File: src/hdl/assert_macros.svh
// Assertion macros shared by the queue modules.
// Needs signals named clk and rst_n in the including module.
`ifndef ASSERT_MACROS_SVH
`define ASSERT_MACROS_SVH

// Property checked every clock outside reset.
`define CTMQ_ASSERT(label, prop) \
  label: assert property (@(posedge clk) disable iff (!rst_n) prop) \
    else $error("ctmq assertion failed");

// Condition in one cycle implies the property in the next one.
`define CTMQ_ASSERT_NEXT(label, cond, prop) \
  label: assert property (@(posedge clk) disable iff (!rst_n) (cond) |=> (prop)) \
    else $error("ctmq assertion failed");

`endif

File: src/hdl/ctmq_pkg.sv
// Shared types and constants of the channel-tagged message queue.
// No dependencies; used by ctmq_store, ctmq_seq and the top level.
package ctmq_pkg;

  localparam int DEPTH  = 16;
  localparam int ADDR_W = $clog2(DEPTH);
  localparam int CNT_W  = $clog2(DEPTH + 1);

  // Opcodes
  localparam logic [2:0] OP_APPEND = 3'd0;
  localparam logic [2:0] OP_PUSH   = 3'd1;
  localparam logic [2:0] OP_TAKE   = 3'd2;
  localparam logic [2:0] OP_PEEK   = 3'd3;
  localparam logic [2:0] OP_CLEAR  = 3'd4;

  // Status codes
  localparam logic [1:0] STAT_OK        = 2'd0;
  localparam logic [1:0] STAT_NOT_FOUND = 2'd1;
  localparam logic [1:0] STAT_FULL      = 2'd2;

  typedef struct packed {
    logic [2:0]  opcode;
    logic        match_channel;
    logic [7:0]  channel;
    logic [31:0] payload_ref;
    logic [15:0] length;
  } in_req_t;

  typedef struct packed {
    logic [1:0]  status;
    logic [7:0]  channel_out;
    logic [15:0] length_out;
    logic [31:0] payload_out;
  } out_rsp_t;

  // One stored descriptor
  typedef struct packed {
    logic [7:0]  channel;
    logic [15:0] length;
    logic [31:0] payload_ref;
  } entry_t;

  // Sequencer to store
  typedef struct packed {
    logic              we;
    logic [ADDR_W-1:0] waddr;
    entry_t            wdata;
    logic              re;
    logic [ADDR_W-1:0] raddr;
    logic              use_match;
    logic [7:0]        match_chan;
  } mem_cmd_t;

  // Store to sequencer
  typedef struct packed {
    logic              valid;
    logic              hit;
    logic [ADDR_W-1:0] addr;
    entry_t            entry;
  } mem_rsp_t;

  typedef enum logic [2:0] {
    S_IDLE,
    S_DISPATCH,
    S_SCAN,
    S_DOWN,
    S_UP
  } state_t;

endpackage

File: src/hdl/channel_tagged_message_queue.sv
// Top level of the channel-tagged message queue.
// Depends on ctmq_pkg, ctmq_store and ctmq_seq.

// Ordered queue of up to DEPTH descriptors (channel, length, payload
// reference) in one single-port-write, single-port-read memory, worked by
// a small sequencer. A request is taken when start is high and busy is low;
// exactly one result follows as a one-cycle out_valid strobe, and the
// receiver cannot stall it. Busy drops in the strobe cycle, so the next
// request may be taken then. Append, clear, unused opcodes, a full queue
// for append or push, or an empty one for take or peek answer straight
// from the dispatch state; push front moves every entry up one slot at
// one entry per cycle and then writes slot 0; a take or peek reads the
// entries in order, one memory read per cycle through the channel
// comparator, and answers on a hit or after the last entry; a take with
// entries behind the removed one first closes the gap and then answers.
module channel_tagged_message_queue (
  input  logic                clk,
  input  logic                rst_n,
  input  logic                start,
  output logic                busy,
  input  ctmq_pkg::in_req_t   in_req,
  output logic                out_valid,
  output ctmq_pkg::out_rsp_t  out_rsp
);

  ctmq_pkg::mem_cmd_t mem_cmd;
  ctmq_pkg::mem_rsp_t mem_rsp;

  // Sequencer
  ctmq_seq u_seq (
    .clk       (clk),
    .rst_n     (rst_n),
    .start     (start),
    .busy      (busy),
    .in_req    (in_req),
    .out_valid (out_valid),
    .out_rsp   (out_rsp),
    .mem_cmd   (mem_cmd),
    .mem_rsp   (mem_rsp)
  );

  // Descriptor store
  ctmq_store u_store (
    .clk   (clk),
    .rst_n (rst_n),
    .cmd   (mem_cmd),
    .rsp   (mem_rsp)
  );

endmodule

File: src/hdl/ctmq_store.sv
// Descriptor memory with registered read port and the channel comparator.
// Depends on ctmq_pkg and assert_macros.svh.
`include "assert_macros.svh"

module ctmq_store (
  input  logic                clk,
  input  logic                rst_n,
  input  ctmq_pkg::mem_cmd_t  cmd,
  output ctmq_pkg::mem_rsp_t  rsp
);

  ctmq_pkg::entry_t                    mem_r [ctmq_pkg::DEPTH];
  ctmq_pkg::entry_t                    rd_entry_r;
  logic [ctmq_pkg::ADDR_W-1:0]         rd_addr_r;
  logic                                rd_vld_r;

  // Write port and registered read data
  always_ff @(posedge clk) begin
    if (cmd.we) begin
      mem_r[cmd.waddr] <= cmd.wdata;
    end
    if (cmd.re) begin
      rd_entry_r <= mem_r[cmd.raddr];
      rd_addr_r  <= cmd.raddr;
    end
  end

  // Read data valid flag
  always_ff @(posedge clk) begin
    if (!rst_n) begin
      rd_vld_r <= 1'b0;
    end else begin
      rd_vld_r <= cmd.re;
    end
  end

  // Shared compare unit: any entry hits when no channel match is asked for
  always_comb begin
    rsp.valid = rd_vld_r;
    rsp.addr  = rd_addr_r;
    rsp.entry = rd_entry_r;
    rsp.hit   = rd_vld_r && (!cmd.use_match || (rd_entry_r.channel == cmd.match_chan));
  end

  // Shifts never read and write the same slot in one cycle
  `CTMQ_ASSERT(a_no_rw_clash, (cmd.we && cmd.re) |-> (cmd.waddr != cmd.raddr))

endmodule

File: src/hdl/ctmq_seq.sv
// Sequencer: request decode, scan and shift loops, entry count and result.
// Depends on ctmq_pkg and assert_macros.svh; drives ctmq_store.
`include "assert_macros.svh"

module ctmq_seq (
  input  logic                clk,
  input  logic                rst_n,
  input  logic                start,
  output logic                busy,
  input  ctmq_pkg::in_req_t   in_req,
  output logic                out_valid,
  output ctmq_pkg::out_rsp_t  out_rsp,
  output ctmq_pkg::mem_cmd_t  mem_cmd,
  input  ctmq_pkg::mem_rsp_t  mem_rsp
);

  ctmq_pkg::state_t            state_r, state_nxt;
  ctmq_pkg::in_req_t           req_r, req_nxt;
  logic [ctmq_pkg::CNT_W-1:0]  count_r, count_nxt;
  logic [ctmq_pkg::CNT_W-1:0]  idx_r, idx_nxt;
  ctmq_pkg::entry_t            got_r, got_nxt;
  logic                        out_valid_r, out_valid_nxt;
  ctmq_pkg::out_rsp_t          out_rsp_r, out_rsp_nxt;

  logic                        accept;
  logic                        full;
  logic                        scan_more;
  logic                        up_more;
  logic                        is_take;
  logic                        tail_left;
  logic [ctmq_pkg::CNT_W-1:0]  next_pos;
  logic                        fin;
  logic [1:0]                  fin_status;
  ctmq_pkg::entry_t            fin_entry;
  ctmq_pkg::entry_t            new_entry;

  // Address one below a nonzero count
  function automatic logic [ctmq_pkg::ADDR_W-1:0] idx_nxt_addr(
    input logic [ctmq_pkg::CNT_W-1:0] idx
  );
    logic [ctmq_pkg::CNT_W-1:0] dec;
    dec = idx - ctmq_pkg::CNT_W'(1);
    return dec[ctmq_pkg::ADDR_W-1:0];
  endfunction

  // Shared conditions
  assign busy      = (state_r != ctmq_pkg::S_IDLE);
  assign accept    = start && !busy;
  assign full      = (count_r == ctmq_pkg::CNT_W'(ctmq_pkg::DEPTH));
  assign scan_more = (idx_r < count_r);
  assign up_more   = (idx_r != '0);
  assign is_take   = (req_r.opcode == ctmq_pkg::OP_TAKE);
  assign next_pos  = ctmq_pkg::CNT_W'(mem_rsp.addr) + ctmq_pkg::CNT_W'(1);
  assign tail_left = (next_pos < count_r);
  assign new_entry = '{channel: req_r.channel, length: req_r.length,
                       payload_ref: req_r.payload_ref};

  // Next state
  always_comb begin
    state_nxt = state_r;
    unique case (state_r)
      ctmq_pkg::S_IDLE: begin
        if (accept) state_nxt = ctmq_pkg::S_DISPATCH;
      end
      ctmq_pkg::S_DISPATCH: begin
        state_nxt = ctmq_pkg::S_IDLE;
        if ((req_r.opcode == ctmq_pkg::OP_PUSH) && !full) begin
          state_nxt = ctmq_pkg::S_UP;
        end else if (((req_r.opcode == ctmq_pkg::OP_TAKE) ||
                      (req_r.opcode == ctmq_pkg::OP_PEEK)) && (count_r != '0)) begin
          state_nxt = ctmq_pkg::S_SCAN;
        end
      end
      ctmq_pkg::S_SCAN: begin
        if (mem_rsp.hit) begin
          state_nxt = (is_take && tail_left) ? ctmq_pkg::S_DOWN : ctmq_pkg::S_IDLE;
        end else if (!scan_more && !mem_rsp.valid) begin
          state_nxt = ctmq_pkg::S_IDLE;
        end
      end
      ctmq_pkg::S_DOWN: begin
        if (!scan_more && !mem_rsp.valid) state_nxt = ctmq_pkg::S_IDLE;
      end
      ctmq_pkg::S_UP: begin
        if (!up_more && !mem_rsp.valid) state_nxt = ctmq_pkg::S_IDLE;
      end
      default: state_nxt = ctmq_pkg::S_IDLE;
    endcase
  end

  // Datapath control per state
  always_comb begin
    req_nxt            = req_r;
    count_nxt          = count_r;
    idx_nxt            = idx_r;
    got_nxt            = got_r;
    fin                = 1'b0;
    fin_status         = ctmq_pkg::STAT_OK;
    fin_entry          = '0;
    mem_cmd            = '0;
    mem_cmd.use_match  = req_r.match_channel;
    mem_cmd.match_chan = req_r.channel;
    unique case (state_r)
      ctmq_pkg::S_IDLE: begin
        if (accept) req_nxt = in_req;
      end
      ctmq_pkg::S_DISPATCH: begin
        unique case (req_r.opcode) inside
          ctmq_pkg::OP_APPEND: begin
            fin = 1'b1;
            if (full) begin
              fin_status = ctmq_pkg::STAT_FULL;
            end else begin
              mem_cmd.we    = 1'b1;
              mem_cmd.waddr = count_r[ctmq_pkg::ADDR_W-1:0];
              mem_cmd.wdata = new_entry;
              count_nxt     = count_r + ctmq_pkg::CNT_W'(1);
            end
          end
          ctmq_pkg::OP_PUSH: begin
            if (full) begin
              fin        = 1'b1;
              fin_status = ctmq_pkg::STAT_FULL;
            end else begin
              idx_nxt = count_r;
            end
          end
          ctmq_pkg::OP_TAKE, ctmq_pkg::OP_PEEK: begin
            idx_nxt = '0;
            if (count_r == '0) begin
              fin        = 1'b1;
              fin_status = ctmq_pkg::STAT_NOT_FOUND;
            end
          end
          ctmq_pkg::OP_CLEAR: begin
            fin       = 1'b1;
            count_nxt = '0;
          end
          default: fin = 1'b1;
        endcase
      end
      // One read per cycle, compared in the cycle after the read
      ctmq_pkg::S_SCAN: begin
        if (mem_rsp.hit) begin
          got_nxt = mem_rsp.entry;
          if (is_take && tail_left) begin
            idx_nxt = next_pos;
          end else begin
            fin       = 1'b1;
            fin_entry = mem_rsp.entry;
            if (is_take) count_nxt = count_r - ctmq_pkg::CNT_W'(1);
          end
        end else if (scan_more) begin
          mem_cmd.re    = 1'b1;
          mem_cmd.raddr = idx_r[ctmq_pkg::ADDR_W-1:0];
          idx_nxt       = idx_r + ctmq_pkg::CNT_W'(1);
        end else if (!mem_rsp.valid) begin
          fin        = 1'b1;
          fin_status = ctmq_pkg::STAT_NOT_FOUND;
        end
      end
      // Close the gap: entry i+1 moves to i
      ctmq_pkg::S_DOWN: begin
        if (mem_rsp.valid) begin
          mem_cmd.we    = 1'b1;
          mem_cmd.waddr = mem_rsp.addr - ctmq_pkg::ADDR_W'(1);
          mem_cmd.wdata = mem_rsp.entry;
        end
        if (scan_more) begin
          mem_cmd.re    = 1'b1;
          mem_cmd.raddr = idx_r[ctmq_pkg::ADDR_W-1:0];
          idx_nxt       = idx_r + ctmq_pkg::CNT_W'(1);
        end else if (!mem_rsp.valid) begin
          fin       = 1'b1;
          fin_entry = got_r;
          count_nxt = count_r - ctmq_pkg::CNT_W'(1);
        end
      end
      // Open slot 0: entry i moves to i+1, newest index first
      ctmq_pkg::S_UP: begin
        if (mem_rsp.valid) begin
          mem_cmd.we    = 1'b1;
          mem_cmd.waddr = mem_rsp.addr + ctmq_pkg::ADDR_W'(1);
          mem_cmd.wdata = mem_rsp.entry;
        end
        if (up_more) begin
          mem_cmd.re    = 1'b1;
          mem_cmd.raddr = idx_nxt_addr(idx_r);
          idx_nxt       = idx_r - ctmq_pkg::CNT_W'(1);
        end else if (!mem_rsp.valid) begin
          mem_cmd.we    = 1'b1;
          mem_cmd.waddr = '0;
          mem_cmd.wdata = new_entry;
          count_nxt     = count_r + ctmq_pkg::CNT_W'(1);
          fin           = 1'b1;
        end
      end
      default: ;
    endcase
  end

  // Result register
  always_comb begin
    out_valid_nxt           = fin;
    out_rsp_nxt.status      = fin_status;
    out_rsp_nxt.channel_out = fin_entry.channel;
    out_rsp_nxt.length_out  = fin_entry.length;
    out_rsp_nxt.payload_out = fin_entry.payload_ref;
  end

  // Control registers
  always_ff @(posedge clk) begin
    if (!rst_n) begin
      state_r     <= ctmq_pkg::S_IDLE;
      count_r     <= '0;
      out_valid_r <= 1'b0;
    end else begin
      state_r     <= state_nxt;
      count_r     <= count_nxt;
      out_valid_r <= out_valid_nxt;
    end
  end

  // Payload registers
  always_ff @(posedge clk) begin
    req_r     <= req_nxt;
    idx_r     <= idx_nxt;
    got_r     <= got_nxt;
    out_rsp_r <= out_rsp_nxt;
  end

  assign out_valid = out_valid_r;
  assign out_rsp   = out_rsp_r;

  `CTMQ_ASSERT(a_count_range, count_r <= ctmq_pkg::CNT_W'(ctmq_pkg::DEPTH))
  `CTMQ_ASSERT_NEXT(a_strobe_single, out_valid_r, !out_valid_r)
  `CTMQ_ASSERT(a_full_drop, (out_valid_r && (out_rsp_r.status == ctmq_pkg::STAT_FULL)) |-> full)
  `CTMQ_ASSERT(a_miss_zero, (out_valid_r && (out_rsp_r.status == ctmq_pkg::STAT_NOT_FOUND)) |-> ((out_rsp_r.channel_out == '0) && (out_rsp_r.length_out == '0) && (out_rsp_r.payload_out == '0)))
  `CTMQ_ASSERT(a_idle_no_read, (state_r == ctmq_pkg::S_IDLE) |-> !mem_rsp.valid)

endmodule

File: config.mk
export PLATFORM = sky130hd
export DESIGN_NAME = channel_tagged_message_queue
export DESIGN_NICKNAME = d
export VERILOG_FILES = /design/src/hdl/ctmq_pkg.sv /design/src/hdl/channel_tagged_message_queue.sv /design/src/hdl/ctmq_store.sv /design/src/hdl/ctmq_seq.sv
export VERILOG_INCLUDE_DIRS = /design/src /design/src/hdl
export SDC_FILE = /design/constraint.sdc
export NUM_CORES = 1
export LEC_CHECK = 0
export BUFFER_PORTS_ARGS = -buffer_cell sky130_fd_sc_hd__buf_2
export CORE_UTILIZATION = 56
export CTS_CLUSTER_SIZE = 14
export DETAILED_ROUTE_END_ITERATION = 16
export GPL_ROUTABILITY_DRIVEN = 0
export PLACE_DENSITY_LB_ADDON = 0.25
export SETUP_SLACK_MARGIN = 0.5
export SYNTH_ARGS = -nofsm -noshare
export SYNTH_HDL_FRONTEND = slang
export SYNTH_SLANG_ARGS = --single-unit
File: constraint.sdc
create_clock -name clk -period 6.3 [get_ports clk]
set_input_delay 0.945 -clock clk [delete_from_list [all_inputs] [get_ports clk]]
set_output_delay 0.945 -clock clk [all_outputs]
set_load 0.005 [all_outputs]
==> metrics.log <==
[metrics] number of violations of the max-capacitance limit: 0
[metrics] Critical path destination: u_store.rsp[28]$_DFFE_PP_
[metrics] main area contributors after synthesis: edfxtp_1 75%, mux4_2 12%, dfxtp_1 3.2%
[metrics] sum of negative setup slack: 0 ns
[metrics] setup repair after global routing missed its margin: false
[metrics] area used by sequential logic in the layout: 33700 um2
[metrics] portion of total power attributed to combinational logic: 1.3%
[metrics] fraction of the mapped netlist area in adder cells: 0.493%
[metrics] fill count: 4998
[metrics] die area: 78200 um2
[metrics] cells traversed along the worst timing path: inv_1, ha_1, a21o_1, a21o_1, a221o_1, a211oi_2, a22o_4, buf_4, mux4_2, a22oi_1, nand3_1
[metrics] worst voltage drop across the vdd grid: 237 uV
[metrics] leakage power total: 15.5 nW
[metrics] remaining global-route overflow: 0
[metrics] vias in the first global route: 22.0k
[metrics] async set-or-reset flop fraction in the synthesized netlist: 0%
[metrics] die width: 280 um
[metrics] cell taking the most area after synthesis: edfxtp_1
[metrics] Antenna Diode Count: 0
[metrics] overall power consumption: 0.0152 W
[metrics] data required time of the worst path: 6.72 ns
[metrics] DP Wirelength: 51100 um
[metrics] result of the run: complete, no violations
[metrics] startpoint types: flop
[metrics] start-to-end type of the worst setup path: reg -> reg
[metrics] most frequently used cell type in the post-synthesis netlist: edfxtp_1
[metrics] Slew @ Worst Pin: 1.28 ns
[metrics] first-pass GRT wire length: 147000 um
[metrics] count of non-filler cells in the finished layout: 3364
[metrics] count of unresolved DRC violations after routing: 0
[metrics] number of buffers added by the clock tree synthesis step: 111
[metrics] Yosys Warn Count: 0
[metrics] die span in y: 280 um
[metrics] Reg2Reg Capture Point: u_store.rsp[28]$_DFFE_PP_
[metrics] TritonCTS clock tree: yes
[metrics] beginning of the critical path: u_seq.count_r[2]$_SDFFE_PN0P_
[metrics] mean cell area of the mapped netlist: 20.9 um2
[metrics] share of the synthesized area in compound gates (AO/OA/AOI/OAI): 4.51%
[metrics] Crit path arrival time: 4.87 ns
[metrics] commonest register cell after synthesis: edfxtp_1
[metrics] number of enable flip-flop cells after synthesis: 1077
[metrics] post-synthesis instance area: 43200 um2
[metrics] Max-slew headroom: 14.4%
[metrics] Resized Gates After CTS: 0
[metrics] starting density of the core: 56.7%
[metrics] WL/cell: 29.7 um
[metrics] net count after synthesis: 2144
[metrics] multiplexer fraction of the synthesized cell area: 11.7%
[metrics] time the worst path needs with I/O delays and setup: 4.46 ns
[metrics] most used cell, CP: a21o_1
[metrics] starting DRC count in detailed routing: 2673
[metrics] combinational family with the most area after synthesis: multiplexers
[metrics] critical path peak fanout: 40
[metrics] CTS H-tree depth: 3
[metrics] combined area of the multi-input logic cells: 8910 um2
[metrics] Initial DRT Pass Iterations: 5
[metrics] Final Hold Violating Endpoints: 0
[metrics] xor-xnor portion of the synthesized cell area: 0.345%
[metrics] # IOs: 123
[metrics] pin count of the biggest net entering global routing: 140
[metrics] count of final setup violators: 0
[metrics] final worst clock skew: 0.0347 ns
[metrics] clock-pin slew on the worst setup and hold paths: 0.06 ns
[metrics] global-route total usage across every layer: 26.0%
[metrics] Setup Buffers After CTS: 0
[metrics] Sw Pwr: 0.00297 W
[metrics] GR peak layer: met2
[metrics] final standard cell utilization of the core: 64.3%
[metrics] Post-Syn Instances: 2064
[metrics] largest stage delay on the critical path: 0.78 ns
[metrics] PortBufs: 122
[metrics] kind of path behind the tightest hold check: in -> reg
[metrics] Layout Nets: 2318
[metrics] clock sink count: 1145
[metrics] depth of the worst register-to-register path: 11
[metrics] initial antenna violation count: 1
[metrics] Clock Power Share: 44.1%
[metrics] register-to-register setup slack: 1.84 ns
[metrics] Cells on Worst Hold Path: 1
[metrics] area growth from synthesis to final layout: 13.3%
[metrics] master of the slowest instance on the critical path: a22o_4
[metrics] sequential power share: 54.7%
[metrics] worst skew pair latency: 0.70 ns
[metrics] Clock Tree Buf Depth: 3
[metrics] simple-gate share of the synthesized area: 3.13%
[metrics] Critical R2R Launch: u_seq.count_r[2]$_SDFFE_PN0P_
[metrics] via total after detailed routing: 22.0k
[metrics] most instantiated cells after synthesis: 1077 x edfxtp_1, 224 x mux4_2, 117 x nand3_1, 113 x a22o_1, 81 x nand2_1
[metrics] portion of the clock cycle consumed by the worst path in the final layout: 70.7%
[metrics] row count: 101
[metrics] count of distinct cell types in the synthesized netlist: 63
[metrics] Final Slew Violations: 0
[metrics] met3 track utilization from global routing: 4.74%
[metrics] root buffer cell: clkbuf_16
[metrics] register area share after synthesis: 78.1%
[metrics] Post-Route WL: 100000 um
[metrics] switching part of the total: 19.5%
[metrics] type of destination of the critical path: flop
[metrics] met1 global-route usage: 38.7%
[metrics] Power Internal: 0.0122 W
[metrics] number of instances in the placed design: 3155
[metrics] core box area: 76100 um2
[metrics] power density over the cells: 311 nW/um2
[metrics] share of final-layout standard cells stronger than drive strength 1: 25.8%
[metrics] highest achievable clock rate: 224 MHz
[metrics] quantity of hold-fixing buffers added after cts: 0
[metrics] Yosys top cell area share: 74.9%
[metrics] number of flip-flops and latches in the synthesized netlist: 1145
[metrics] count of antenna-violating nets left after detailed routing: 0
[metrics] global routing met2 resource utilization: 40.3%
[metrics] via density per instance: 6.53
[kinds of logic after synthesis]
logic type,Yosys count
xor gates and xnor gates,17
adders and majority gates,17
AOI/OAI and AO/OA,241
buffers and inverters,130
muxes,225
DFF,1145
and+or+nand+nor,289
[routing by layer]
layer	vias up	part of all wire, %
li1	8957	-
met2	1258	48
met3	170	9.6
met1	11584	40
met4	0	2.3
met5	-	0
[worst min path at each step]
stage | from | end | slack, ns
after global placement | u_seq.got_r[9]$_DFFE_PP_ | u_seq.out_rsp[9]$_DFF_P_ | 0.44
after detailed placement | u_seq.got_r[4]$_DFFE_PP_ | u_seq.out_rsp[4]$_DFF_P_ | 0.44
after global routing | in_req[13] | u_seq.new_entry[45]$_DFFE_PP_ | 0.40
final | in_req[13] | u_seq.new_entry[45]$_DFFE_PP_ | 0.42
after CTS | in_req[13] | u_seq.new_entry[45]$_DFFE_PP_ | 0.38
after floorplan | u_seq.got_r[24]$_DFFE_PP_ | u_seq.out_rsp[24]$_DFF_P_ | 0.44
[state kept, by name, indices dropped and copies added (netlist names)]
name and cells:
u_store.mem_r 896, u_seq.out_rsp 58, u_seq.got_r 56, u_store.rsp 56
u_seq.new_entry 48, u_seq.mem_cmd 9, u_seq.count_r 5, u_seq.idx_r 5
u_store.rd_addr_r 4, u_seq.req_r 3, u_seq.state_r 3, u_seq.out_valid 1
u_store.rd_vld_r 1
[power groups by stage]
stage / combinational, W / sequential, W / clock, W
floorplan: 0.000124 / 0.00845 / 0
global placement: 0.000188 / 0.00846 / 0
detailed placement: 0.000192 / 0.00846 / 0
CTS: 0.000193 / 0.00830 / 0.00679
global route: 0.000210 / 0.00830 / 0.00706
finish: 0.000192 / 0.00830 / 0.00670
[cells in the final DEF, fill, tap and decap left out, drive strengths merged, types with 6 or more instances in the layout]
master  instances
o21a            7
bufinv          9
nand3         117
o21ai          14
nor3            6
buf           176
a22o          113
clkbuf        157
dfxtp          68
edfxtp       1077
clkinv         37
xnor2          10
ha             17
and2            6
a21oi           9
nor2           46
inv            19
mux4          224
xor2            7
a22oi          59
and3            6
nand2          81
[critical path: cells and delay by family, from the launching register on]
kind / cells / cell delay [ns]
multiplexers: 1 / 0.56
AND/OR/NAND/NOR: 1 / 0.09
AO/OA/AOI/OAI: 6 / 2.06
adder cells (fa/ha/maj): 1 / 0.31
buffers and inverters: 2 / 0.63
flip-flops: 1 / 0.49
[per-stage QoR]
stage	cell area, um2	worst slack, ns	hold WS, ns
floorplan	43200	1.46	0.436
global placement	45100	1.90	0.440
detailed placement	45100	1.79	0.444
CTS	48900	1.79	0.385
global route	48900	1.57	0.399
finish	48900	1.84	0.425
[area by class of cell]
type	count	share of cell area, %
sequential	1145	68.9
multi-input combinational	789	18.2
clock buffer	157	6.47
tap	1030	2.64
timing repair buffer	176	2.44
clock inverter	52	1.20
inverter	15	0.115
Note: power is estimated with default switching activity, not from simulation.
